## config.mk

```make
export PLATFORM = sky130hd
export DESIGN_NAME = ordered_array_list
export DESIGN_NICKNAME = d
export VERILOG_FILES = /design/src/design/oal_pkg.sv /design/src/design/oal_ram.sv /design/src/design/oal_dp.sv /design/src/design/oal_ctrl.sv /design/src/design/ordered_array_list.sv
export VERILOG_INCLUDE_DIRS = /design/src /design/src/design
export SDC_FILE = /design/constraint.sdc
export NUM_CORES = 2
export LEC_CHECK = 0
export BUFFER_PORTS_ARGS = -buffer_cell sky130_fd_sc_hd__buf_2
export CAP_MARGIN = 20
export CORE_UTILIZATION = 40
export DETAILED_ROUTE_END_ITERATION = 12
export GPL_TIMING_DRIVEN = 1
export SETUP_SLACK_MARGIN = 0.1
export SLEW_MARGIN = 0
export SYNTH_ARGS = -nofsm -noshare
export SYNTH_HDL_FRONTEND = slang
export SYNTH_SLANG_ARGS = --single-unit
```

## constraint.sdc

```tcl
create_clock -name clk -period 5.31 [get_ports clk]
set_clock_uncertainty 0.15 [all_clocks]
set_input_delay 0.2655 -clock clk [delete_from_list [all_inputs] [get_ports clk]]
set_output_delay 0.2655 -clock clk [all_outputs]
set_load 0.02 [all_outputs]
```

## src/design/ordered_array_list_assert.svh

```systemverilog
// Assertion macros for the ordered array list block.
`ifndef ORDERED_ARRAY_LIST_ASSERT_SVH
`define ORDERED_ARRAY_LIST_ASSERT_SVH
`ifndef SYNTHESIS
`define OAL_ASSERT_IMP(label, clk, rst_n, ante, cons) \
    label: assert property (@(posedge clk) disable iff (!rst_n) (ante) |-> (cons)) \
        else $error("ordered_array_list assertion failed");
`define OAL_ASSERT_NXT(label, clk, rst_n, ante, cons) \
    label: assert property (@(posedge clk) disable iff (!rst_n) (ante) |=> (cons)) \
        else $error("ordered_array_list assertion failed");
`else
`define OAL_ASSERT_IMP(label, clk, rst_n, ante, cons)
`define OAL_ASSERT_NXT(label, clk, rst_n, ante, cons)
`endif
`endif

```

## src/design/oal_pkg.sv

```systemverilog
// Shared types, constants and command/status structs of the ordered array list.
package oal_pkg;

    localparam int DEPTH   = 64;
    localparam int IDX_W   = $clog2(DEPTH);
    localparam int CNT_W   = $clog2(DEPTH + 1);
    localparam int DATA_W  = 32;
    localparam int POS_W   = 6;
    localparam int FOUND_W = 6;
    localparam int COUNT_W = 7;
    localparam int CMP_W   = (CNT_W > POS_W) ? CNT_W + 1 : POS_W + 1;

    typedef logic [IDX_W-1:0]   idx_t;
    typedef logic [CNT_W-1:0]   cnt_t;
    typedef logic [CMP_W-1:0]   cmp_t;
    typedef logic [DATA_W-1:0]  data_t;
    typedef logic [FOUND_W-1:0] found_t;
    typedef logic [COUNT_W-1:0] count_t;

    typedef enum logic [1:0] {
        REQ_APPEND,
        REQ_INSERT,
        REQ_DELETE,
        REQ_FIND
    } req_code_t;

    typedef enum logic [2:0] {
        ST_DONE,
        ST_FULL,
        ST_EMPTY,
        ST_BADPOS,
        ST_NOTFOUND
    } status_t;

    typedef struct packed {
        req_code_t                 req_type;
        logic [POS_W-1:0]          position;
        logic signed [DATA_W-1:0]  value;
    } req_t;

    typedef struct packed {
        status_t                   status;
        logic [FOUND_W-1:0]        found_index;
        logic [COUNT_W-1:0]        count;
    } rsp_t;

    typedef enum logic [3:0] {
        S_IDLE,
        S_DECODE,
        S_INS_RD,
        S_INS_WR,
        S_DEL_RD,
        S_DEL_WR,
        S_FIND_RD,
        S_FIND_CMP,
        S_RESP
    } state_t;

    typedef enum logic [1:0] {
        WR_AT_COUNT,
        WR_AT_POS,
        WR_SHIFT
    } wr_src_t;

    typedef struct packed {
        logic    load_req;
        logic    rd_en;
        logic    wr_en;
        wr_src_t wr_src;
        logic    idx_inc;
        logic    idx_dec;
        logic    cnt_inc;
        logic    cnt_dec;
        logic    set_result;
        status_t result;
        logic    set_found;
        logic    out_load;
    } cmd_t;

    typedef struct packed {
        req_code_t req_type;
        logic      full;
        logic      empty;
        logic      ins_bad;
        logic      del_bad;
        logic      ins_more;
        logic      del_more;
        logic      find_more;
        logic      match;
    } dp_sts_t;

endpackage

```

## src/design/oal_ram.sv

```systemverilog
// Generic single-port-write, single-port-read RAM with registered read data.
module oal_ram #(
    parameter int WIDTH = 32,
    parameter int DEPTH = 64
) (
    input  logic                     clk,
    input  logic                     we,
    input  logic [$clog2(DEPTH)-1:0] waddr,
    input  logic [WIDTH-1:0]         wdata,
    input  logic                     re,
    input  logic [$clog2(DEPTH)-1:0] raddr,
    output logic [WIDTH-1:0]         rdata
);

    logic [WIDTH-1:0] mem [DEPTH];
    logic [WIDTH-1:0] rdata_reg;

    always_ff @(posedge clk)
    begin
        if (we)
        begin
            mem[waddr] <= wdata;
        end
        if (re)
        begin
            rdata_reg <= mem[raddr];
        end
    end

    assign rdata = rdata_reg;

endmodule

```

## src/design/oal_dp.sv

```systemverilog
// Datapath: request capture, count and index registers, element store, result register.
module oal_dp (
    input  logic           clk,
    input  logic           rst_n,
    input  oal_pkg::req_t  req,
    input  oal_pkg::cmd_t  cmd,
    output oal_pkg::dp_sts_t sts,
    output oal_pkg::rsp_t  rsp
);

    oal_pkg::req_t    req_reg;
    oal_pkg::cnt_t    count_reg;
    oal_pkg::cnt_t    count_next;
    oal_pkg::cnt_t    idx_reg;
    oal_pkg::cnt_t    idx_next;
    oal_pkg::status_t status_reg;
    oal_pkg::found_t  found_reg;
    oal_pkg::rsp_t    rsp_reg;

    oal_pkg::data_t   rdata;
    oal_pkg::idx_t    raddr;
    oal_pkg::idx_t    waddr;
    oal_pkg::data_t   wdata;
    oal_pkg::cmp_t    pos_ext;
    oal_pkg::cmp_t    cnt_ext;
    oal_pkg::cmp_t    idx_ext;

    assign pos_ext = oal_pkg::cmp_t'(req_reg.position);
    assign cnt_ext = oal_pkg::cmp_t'(count_reg);
    assign idx_ext = oal_pkg::cmp_t'(idx_reg);

    always_comb
    begin
        sts.req_type  = req_reg.req_type;
        sts.full      = (count_reg == oal_pkg::cnt_t'(oal_pkg::DEPTH));
        sts.empty     = (count_reg == '0);
        sts.ins_bad   = (pos_ext > cnt_ext);
        sts.del_bad   = (pos_ext >= cnt_ext);
        sts.ins_more  = (idx_ext > pos_ext);
        sts.del_more  = ((idx_ext + oal_pkg::cmp_t'(1)) < cnt_ext);
        sts.find_more = (idx_ext < cnt_ext);
        sts.match     = (rdata == oal_pkg::data_t'(req_reg.value));
    end

    always_comb
    begin
        case (req_reg.req_type)
            oal_pkg::REQ_INSERT: raddr = oal_pkg::idx_t'(idx_reg - oal_pkg::cnt_t'(1));
            oal_pkg::REQ_DELETE: raddr = oal_pkg::idx_t'(idx_reg + oal_pkg::cnt_t'(1));
            default:             raddr = oal_pkg::idx_t'(idx_reg);
        endcase
    end

    always_comb
    begin
        case (cmd.wr_src)
            oal_pkg::WR_AT_COUNT:
            begin
                waddr = oal_pkg::idx_t'(count_reg);
                wdata = oal_pkg::data_t'(req_reg.value);
            end
            oal_pkg::WR_AT_POS:
            begin
                waddr = oal_pkg::idx_t'(req_reg.position);
                wdata = oal_pkg::data_t'(req_reg.value);
            end
            oal_pkg::WR_SHIFT:
            begin
                waddr = oal_pkg::idx_t'(idx_reg);
                wdata = rdata;
            end
            default:
            begin
                waddr = oal_pkg::idx_t'(idx_reg);
                wdata = rdata;
            end
        endcase
    end

    oal_ram #(
        .WIDTH (oal_pkg::DATA_W),
        .DEPTH (oal_pkg::DEPTH)
    ) u_store (
        .clk   (clk),
        .we    (cmd.wr_en),
        .waddr (waddr),
        .wdata (wdata),
        .re    (cmd.rd_en),
        .raddr (raddr),
        .rdata (rdata)
    );

    always_comb
    begin
        idx_next = idx_reg;
        if (cmd.load_req)
        begin
            case (req.req_type)
                oal_pkg::REQ_INSERT: idx_next = count_reg;
                oal_pkg::REQ_DELETE: idx_next = oal_pkg::cnt_t'(req.position);
                default:             idx_next = '0;
            endcase
        end
        else if (cmd.idx_inc)
        begin
            idx_next = idx_reg + oal_pkg::cnt_t'(1);
        end
        else if (cmd.idx_dec)
        begin
            idx_next = idx_reg - oal_pkg::cnt_t'(1);
        end
    end

    always_comb
    begin
        count_next = count_reg;
        if (cmd.cnt_inc)
        begin
            count_next = count_reg + oal_pkg::cnt_t'(1);
        end
        else if (cmd.cnt_dec)
        begin
            count_next = count_reg - oal_pkg::cnt_t'(1);
        end
    end

    always_ff @(posedge clk or negedge rst_n)
    begin
        if (!rst_n)
        begin
            count_reg <= '0;
            idx_reg   <= '0;
        end
        else
        begin
            count_reg <= count_next;
            idx_reg   <= idx_next;
        end
    end

    always_ff @(posedge clk)
    begin
        if (cmd.load_req)
        begin
            req_reg <= req;
        end
        if (cmd.set_result)
        begin
            status_reg <= cmd.result;
            found_reg  <= cmd.set_found ? oal_pkg::found_t'(idx_reg) : '0;
        end
        if (cmd.out_load)
        begin
            rsp_reg.status      <= status_reg;
            rsp_reg.found_index <= found_reg;
            rsp_reg.count       <= oal_pkg::count_t'(count_reg);
        end
    end

    assign rsp = rsp_reg;

endmodule

```

## src/design/oal_ctrl.sv

```systemverilog
// Controller: sequences each request through the store and owns the result beat's valid.
module oal_ctrl (
    input  logic             clk,
    input  logic             rst_n,
    input  logic             req_valid,
    output logic             req_stall,
    output logic             rsp_valid,
    input  logic             rsp_stall,
    input  oal_pkg::dp_sts_t sts,
    output oal_pkg::cmd_t    cmd
);

    oal_pkg::state_t state_reg;
    oal_pkg::state_t state_next;
    logic            out_valid_reg;
    logic            out_valid_next;

    always_ff @(posedge clk or negedge rst_n)
    begin
        if (!rst_n)
        begin
            state_reg     <= oal_pkg::S_IDLE;
            out_valid_reg <= 1'b0;
        end
        else
        begin
            state_reg     <= state_next;
            out_valid_reg <= out_valid_next;
        end
    end

    always_comb
    begin
        state_next = state_reg;
        cmd        = '0;
        cmd.wr_src = oal_pkg::WR_SHIFT;
        cmd.result = oal_pkg::ST_DONE;

        case (state_reg)
            oal_pkg::S_IDLE:
            begin
                if (req_valid)
                begin
                    cmd.load_req = 1'b1;
                    state_next   = oal_pkg::S_DECODE;
                end
            end

            oal_pkg::S_DECODE:
            begin
                case (sts.req_type)
                    oal_pkg::REQ_APPEND:
                    begin
                        cmd.set_result = 1'b1;
                        state_next     = oal_pkg::S_RESP;
                        if (sts.full)
                        begin
                            cmd.result = oal_pkg::ST_FULL;
                        end
                        else
                        begin
                            cmd.wr_en   = 1'b1;
                            cmd.wr_src  = oal_pkg::WR_AT_COUNT;
                            cmd.cnt_inc = 1'b1;
                        end
                    end
                    oal_pkg::REQ_INSERT:
                    begin
                        if (sts.full)
                        begin
                            cmd.set_result = 1'b1;
                            cmd.result     = oal_pkg::ST_FULL;
                            state_next     = oal_pkg::S_RESP;
                        end
                        else if (sts.ins_bad)
                        begin
                            cmd.set_result = 1'b1;
                            cmd.result     = oal_pkg::ST_BADPOS;
                            state_next     = oal_pkg::S_RESP;
                        end
                        else
                        begin
                            state_next = oal_pkg::S_INS_RD;
                        end
                    end
                    oal_pkg::REQ_DELETE:
                    begin
                        if (sts.empty)
                        begin
                            cmd.set_result = 1'b1;
                            cmd.result     = oal_pkg::ST_EMPTY;
                            state_next     = oal_pkg::S_RESP;
                        end
                        else if (sts.del_bad)
                        begin
                            cmd.set_result = 1'b1;
                            cmd.result     = oal_pkg::ST_BADPOS;
                            state_next     = oal_pkg::S_RESP;
                        end
                        else
                        begin
                            state_next = oal_pkg::S_DEL_RD;
                        end
                    end
                    default:
                    begin
                        state_next = oal_pkg::S_FIND_RD;
                    end
                endcase
            end

            oal_pkg::S_INS_RD:
            begin
                if (sts.ins_more)
                begin
                    cmd.rd_en  = 1'b1;
                    state_next = oal_pkg::S_INS_WR;
                end
                else
                begin
                    cmd.wr_en      = 1'b1;
                    cmd.wr_src     = oal_pkg::WR_AT_POS;
                    cmd.cnt_inc    = 1'b1;
                    cmd.set_result = 1'b1;
                    state_next     = oal_pkg::S_RESP;
                end
            end

            oal_pkg::S_INS_WR:
            begin
                cmd.wr_en   = 1'b1;
                cmd.idx_dec = 1'b1;
                state_next  = oal_pkg::S_INS_RD;
            end

            oal_pkg::S_DEL_RD:
            begin
                if (sts.del_more)
                begin
                    cmd.rd_en  = 1'b1;
                    state_next = oal_pkg::S_DEL_WR;
                end
                else
                begin
                    cmd.cnt_dec    = 1'b1;
                    cmd.set_result = 1'b1;
                    state_next     = oal_pkg::S_RESP;
                end
            end

            oal_pkg::S_DEL_WR:
            begin
                cmd.wr_en   = 1'b1;
                cmd.idx_inc = 1'b1;
                state_next  = oal_pkg::S_DEL_RD;
            end

            oal_pkg::S_FIND_RD:
            begin
                if (sts.find_more)
                begin
                    cmd.rd_en  = 1'b1;
                    state_next = oal_pkg::S_FIND_CMP;
                end
                else
                begin
                    cmd.set_result = 1'b1;
                    cmd.result     = oal_pkg::ST_NOTFOUND;
                    state_next     = oal_pkg::S_RESP;
                end
            end

            oal_pkg::S_FIND_CMP:
            begin
                if (sts.match)
                begin
                    cmd.set_result = 1'b1;
                    cmd.set_found  = 1'b1;
                    state_next     = oal_pkg::S_RESP;
                end
                else
                begin
                    cmd.idx_inc = 1'b1;
                    state_next  = oal_pkg::S_FIND_RD;
                end
            end

            oal_pkg::S_RESP:
            begin
                if (!out_valid_reg || !rsp_stall)
                begin
                    cmd.out_load = 1'b1;
                    state_next   = oal_pkg::S_IDLE;
                end
            end

            default:
            begin
                state_next = oal_pkg::S_IDLE;
            end
        endcase
    end

    always_comb
    begin
        out_valid_next = out_valid_reg;
        if (cmd.out_load)
        begin
            out_valid_next = 1'b1;
        end
        else if (out_valid_reg && !rsp_stall)
        begin
            out_valid_next = 1'b0;
        end
    end

    assign req_stall = (state_reg != oal_pkg::S_IDLE);
    assign rsp_valid = out_valid_reg;

endmodule

```

## src/design/ordered_array_list.sv

```systemverilog
// Top level of the ordered array list: controller, datapath and checks.
// From the accepting edge to the result beat valid: append and failed requests go from DECODE
//   straight to RESP; insert shifts entries from count down to position, then writes the value;
//   delete shifts the entries above position down; find scans from index 0 to a hit or the end.
//   Each shifted or scanned entry takes a read and a write or compare state. Throughput: one
//   request at a time, the next taken in the cycle after the result beat loads; a new one is
//   taken while that beat waits. Reset: count and control clear at once; store contents not cleared.
`include "ordered_array_list_assert.svh"

module ordered_array_list (
    input  logic          clk,
    input  logic          rst_n,
    input  logic          req_valid,
    output logic          req_stall,
    input  oal_pkg::req_t req,
    output logic          rsp_valid,
    input  logic          rsp_stall,
    output oal_pkg::rsp_t rsp
);

    oal_pkg::cmd_t    cmd;
    oal_pkg::dp_sts_t sts;

    oal_ctrl u_ctrl (
        .clk       (clk),
        .rst_n     (rst_n),
        .req_valid (req_valid),
        .req_stall (req_stall),
        .rsp_valid (rsp_valid),
        .rsp_stall (rsp_stall),
        .sts       (sts),
        .cmd       (cmd)
    );

    oal_dp u_dp (
        .clk   (clk),
        .rst_n (rst_n),
        .req   (req),
        .cmd   (cmd),
        .sts   (sts),
        .rsp   (rsp)
    );

    `OAL_ASSERT_NXT(a_busy_after_accept, clk, rst_n, req_valid && !req_stall, req_stall)
    `OAL_ASSERT_IMP(a_count_bound, clk, rst_n, rsp_valid, rsp.count <= oal_pkg::DEPTH)
    `OAL_ASSERT_IMP(a_found_zero_on_fail, clk, rst_n,
                    rsp_valid && rsp.status != oal_pkg::ST_DONE, rsp.found_index == '0)
    `OAL_ASSERT_IMP(a_single_store_op, clk, rst_n, cmd.wr_en, !cmd.rd_en)

endmodule
```

### Word level (Yosys, flattened, before mapping)

Memory sizes are Yosys's and may differ from the RTL's. A register that Yosys moved wholly into a read port is not among the register bits.
Cells that the tools add are included.

* $add $sub $neg: 5
* order comparisons: 5
* equality and inequality tests: 17
* mux-type cells: 58
* reductions and logical operators: 15

Operator list (count)
* two-way mux 4 bit: 15
* case mux 4 bit (9 select lines): 1
* two-way mux 7 bit: 5
* == test 32 bit: 1
* two-way mux 32 bit: 1
* case mux 4 bit (3 select lines): 2
* case mux 6 bit (2 select lines): 2
* two-way mux 1 bit: 20
* == test 4 x 3 -> 1 bit, second input constant: 4
* adder 7 x 1 -> 7 bit, second input constant: 2
* case mux 7 bit (2 select lines): 1
* subtractor 7 x 1 -> 7 bit, second input constant: 2
* two-way mux 3 bit: 3
* adder 7 x 1 -> 8 bit, second input constant: 1
* == test 4 x 2 -> 1 bit, second input constant: 2
* less-than comparator 8 x 7 -> 1 bit: 1
* == test 7 bit, second input constant: 1
* >= comparator 6 x 7 -> 1 bit: 1
* > comparator 6 x 7 -> 1 bit: 1
* > comparator 7 x 6 -> 1 bit: 1
* logical NOT 7 bit: 1
* less-than comparator 7 bit: 1
* == test 2 x 1 -> 1 bit, second input constant: 3
* case mux 1 bit (3 select lines): 2
* 20 further kinds: 26

* register bits: 84
* bits in writable memories: 2048
* input port bits: 44
* output and inout port bits: 18
* logic and storage cells: 113
* memories kept: 1

Memory list
* u_dp.u_store.mem: words 64, bits a word 32, read ports 1, clocked after memory_dff 1, write ports 1, RTL line oal_ram.sv:15 `logic [WIDTH-1:0] mem [DEPTH];`

### Longest topological paths before layout

* word-level depth: 7
* gate-level depth with buffers: 17
* gate-level depth less buffers: 15

### Modules after synthesis

Synthesis repeated with hierarchy kept, for this count alone.

* cell total of the unflattened synthesis: 3814
* area, all modules: 84214.5 um2

Modules (own cells, without submodules)
* oal_ram: times used 1, cells each 3324, area each 78835.6 um2, seq. area each 62459.9 um2
* oal_dp: times used 1, cells each 420, area each 4825.9 um2, seq. area each 2302.2 um2
* oal_ctrl: times used 1, cells each 70, area each 553.0 um2, seq. area each 125.1 um2

### Worst setup path before layout

Ideal clock, no wire load.

* path kind: reg2reg
* from: register u_dp.req_reg, in the netlist u_dp.pos_ext[4]
* to: memory u_dp.u_store.mem[33][0], enable pin
* setup time: 0.461 ns
* arrival: 4.515 ns
* data required time: 4.699 ns
* slack: 0.184 ns
* stages on the path, launching flop included: 11
* buffers on the path: 1
* clock period less this slack: 5.126 ns
* cells stage by stage: edfxtp_1 > inv_1 > ha_1 > a21o_1 > a211o_1 > o22ai_1 > a21oi_2 > buf_4 > a21oi_1 > nand4_1 > nor3_1

* longest elaborated chain between the ends: 5
* elaborated cells on any way between the ends: 9
* those cells by class: 1 x order compare; 1 x eq/ne; 6 x mux; 1 x reduce/logical

Ends and longest elaborated chain
* start: declaration: RTL line oal_dp.sv:11 `oal_pkg::req_t req_reg;`
* start signal: assignment: RTL line oal_dp.sv:145 `req_reg <= req;`
* > comparator 7 x 6 -> 1 bit: RTL line oal_dp.sv:39 `sts.ins_more = (idx_ext > pos_ext);`
* two-way mux 3 bit: RTL line oal_ctrl.sv:114 `if (sts.ins_more)`
* case mux 2 bit (2 select lines) or case mux 1 bit (3 select lines) (tied branches): RTL line oal_ctrl.sv:39 `case (state_reg)`
* == test 2 x 1 -> 1 bit, or another cell as far along: RTL line oal_dp.sv:56 `case (cmd.wr_src)`
* case mux 6 bit (2 select lines) or two-way mux 1 bit (tied branches): RTL line oal_dp.sv:56, oal_ram.sv:22
* end: declaration: RTL line oal_ram.sv:15

Several ways; a longest one is shown, not always the timed one.

### Final worst setup path

* from: register u_dp.req_reg, in the netlist u_dp.pos_ext[1]
* to: memory u_dp.u_store.mem[7][31], enable pin

The elaborated chain is that of the path after synthesis.

==> run_results.csv <==
group,metric,value,unit
setup_path,crit_chain,"inv_1 -> ha_1 -> nor2b_1 -> o21ai_0 -> a21oi_1 -> o22ai_1 -> and2_0 -> a221o_1 -> nand3_1 -> nor2_4 -> buf_4",
placed_design,hpwl,137900,um
global_route,antenna_found_initial,13,
placed_design,gp_congestion,0.9018,
setup_path,worstPathMaxFanout,17,
global_route,grt_overflow_total,0,
yosys,synthTopCellsByArea,"edfxtp_1 76%, mux4_2 11%, nand2_1 1.9%",
die,rows,169,
setup_path,crit_buf_inv,2,
drt,drtIter0Drc,5025,
hold_path,hp-class,"in2reg",
placed_design,port_buffers,61,
setup_path,cp_num_cells,11,
timing,finalSetupViolCount,0,
setup_path,rr_worst_depth,11,
cts,cts_buffers,214,
yosys,synth-async-reset-ratio,0.8780,%
drt,vias,44440,
timing,tns,0,ns
timing,rsz0062_at_grt,"no",
die,core_area,211900,um^2
status,status,"completed",
cells_and_area,syn2layout_area_growth,15.94,%
cells_and_area,final_nets,4895,
timing,hold_viol_final,0,
setup_path,cp.arrival,5.26,ns
yosys,ys_seq_area_share,76.17,%
setup_path,start_kind,"register",
die,dieArea,214800,um^2
global_route,grt_max_degree,65,
yosys,yosys_warnings,0,
yosys,synthesis.instances,4405,
cts,path_clk_slew,0.06,ns
setup_path,crit_type,"reg2reg",
setup_path,required,5.68,ns
timing,finalCritPeriodShare,92.10,%
timing,fin_ws,0.4196,ns
yosys,synth-edff-count,2145,
yosys,ys.flop_type,"edfxtp_1",
drt,dr.pass1.iters,6,
timing,whs,0.06771,ns
yosys,synth_top_area_share,75.61,%
global_route,first_global_vias,43989,
cells_and_area,drive_gt1_share,24.82,%
drt,remaining_drc_errors,0,
cts,htree_levels,4,
flow_run,cap_violations,0,
die,io_pins,62,
drt,wl_per_cell,28.64,um
timing,worst_slew_pin_slew,1.235,ns
drt,antenna_left,0,
timing,post-route-min-period,4.890,ns
die,start_util,40.21,%
setup_path,end_kind,"register",
cells_and_area,largest_reg_flops,2048,
yosys,synth_top_cell_by_area,"edfxtp_1",
yosys,syn_avg_cell_area,19.34,um^2
power,p_per_area,580.8,nW/um^2
yosys,netlist_area,85190,um^2
die,die_w,463.5,um
power,power.static_leakage,0.03123,uW
yosys,synth_seq_cells,2164,
cts,cts_sinks,2164,
global_route,grt_usage,20.63,%
yosys,synth_cell_types,87,
yosys,synth_fp_nets,4487,
hold_path,whs_path_depth,2,
timing,report.final.slew_viol_count,0,
drt,vias_per_cell,5.689,
cts,cts_resized,0,
setup_path,critPathMaxStageDelay,0.69,ns
cts,clock_path_buffers,3,
power,ir_drop,0.0004114,V
cts,cts_tree,"yes",
timing,relSlewSlack,16.99,%
cts,clkLatencyLatePin,0.87,ns
setup_path,critPathTopFamily,"simple AND/OR/NAND/NOR gates",
global_route,grt_pass1_wl,320400,um
setup_path,slowest_stage,"nor2_4",
die,fp.dieH,463.5,um
placed_design,place_ws,0.4929,ns
timing,max_freq,0.2045,GHz
cts,clock-root-buffer,"clkbuf_16",
drt,wl,223700,um
-- cells by family after synthesis --
| logic type | count (synthesis) | share of synthesized area, % |
|---|---|---|
| flops | 2164 | 76.17 |
| simple gates | 993 | 5.261 |
| mux | 544 | 12.73 |
| compound gates | 353 | 3.114 |
| buf+inv | 266 | 1.663 |
| xor+xnor | 47 | 0.4920 |
| fa+ha+maj | 38 | 0.5669 |
-- power breakdown --
part	switching (uW)	leakage [uW]	internal, uW
clock	6540	0.00324	7980
sequential	391	0.0195	22500
combinational	12900	0.00846	7010
-- layout by cell type (no fill, tap or decap), types with 8 or more instances in the layout --
cell type / synthesis / routed
o31ai_1: 24 / 24
buf_4: 36 / 215
inv_1: 32 / 31
buf_12: 0 / 63
mux4_2: 428 / 428
edfxtp_1: 2145 / 2145
bufinv_16: 0 / 11
clkinv_1: 1 / 56
nor2_1: 177 / 116
clkinv_2: 0 / 33
nand4_1: 22 / 22
o221a_2: 21 / 21
a21o_1: 10 / 9
mux2i_1: 81 / 81
clkbuf_16: 0 / 214
clkinv_16: 0 / 9
a31oi_1: 30 / 29
dfrtp_1: 19 / 19
nor2b_1: 25 / 25
and3_1: 10 / 10
xnor2_1: 42 / 42
a21oi_1: 62 / 62
dlygate4sd3_1: 0 / 82
o21ai_1: 23 / 22
mux2_2: 34 / 34
and4_1: 20 / 20
nand2b_1: 8 / 8
clkbuf_1: 66 / 49
nor3_1: 28 / 24
o21ai_0: 44 / 44
ha_1: 37 / 37
nor2_4: 1 / 61
o22ai_1: 33 / 33
buf_2: 103 / 61
nand3_1: 227 / 227
nand2_1: 434 / 433
a2111oi_2: 22 / 22
-- Yosys cell counts (7+ instances only) --
library cell  number
edfxtp_1        2145
nand2_1          434
mux4_2           428
nand3_1          227
nor2_1           177
buf_2            103
mux2i_1           81
clkbuf_1          66
a21oi_1           62
o21ai_0           44
xnor2_1           42
ha_1              37
buf_4             36
mux2_2            34
o22ai_1           33
inv_1             32
a31oi_1           30
nor3_1            28
nor2b_1           25
o31ai_1           24
o21ai_1           23
a2111oi_2         22
nand4_1           22
o221a_2           21
and4_1            20
buf_6             19
dfrtp_1           19
a21o_1            10
and3_1            10
nand2b_1           8
a211oi_1           7
a221o_1            7
a22oi_1            7
nor4_1             7
o311ai_1           7
-- routing by layer --
metal | up-vias | global-route usage (%) | routed length (um)
met3 | 348 | 5.312 | 20500
li1 | 18683 | - | -
met2 | 1867 | 31.46 | 102800
met4 | 4 | 5.444 | 5509
met5 | - | 0.1783 | 62
met1 | 23538 | 29.45 | 94840
-- stage by stage --
step                      std cells  util [%]  area (um^2)  total power [uW]
after CTS                      7802     46.58        98680             57600
after detailed placement       7330     43.02        91150             43090
after global placement         7328     43.01        91120             42820
after floorplan                4405         -        85190             35180
after global routing           7809     46.61        98760             59480
final                          7812     46.62        98770             57360
-- cell type report --
cell class	count	area (um^2)
repair buffers	422	4013
diodes	4	10.01
inverters	36	135.1
clock buffers	263	5539
well taps	2821	3530
clock inverters	127	1175
flip-flops and latches	2164	64890
multi-input cells	1975	19480
fillers	17705	113100
-- worst register-to-register path: cells and delay by family, from the launching register on --
kind / cells / cell delay [ns]
AO/OA/AOI/OAI: 4 / 1.19
adder cells (fa/ha/maj): 1 / 0.31
buffers and inverters: 2 / 0.49
flip-flops: 1 / 0.46
AND/OR/NAND/NOR: 4 / 1.93
-- repair_timing --
action	in CTS	in global routing
hold endpoints to repair	85	0
hold buffers	82	0
setup endpoints to repair	0	12
buffers inserted	0	3
-- worst paths after layout --
kind                                     from                 endpoint  slack, ns
max                           u_dp.pos_ext[1]  u_dp.u_store.mem[7][31]       0.42
min                                   req[38]              u_dp.sts[8]       0.07
max reg2reg                   u_dp.pos_ext[1]  u_dp.u_store.mem[7][31]       0.42
min reg2reg                u_dp.status_reg[0]             u_dp.rsp[13]       0.27
max in group asynchronous               rst_n          u_dp.idx_reg[1]       4.27
min in group asynchronous               rst_n         u_ctrl.rsp_valid       0.25
Note: power is estimated with default switching activity, not from simulation.
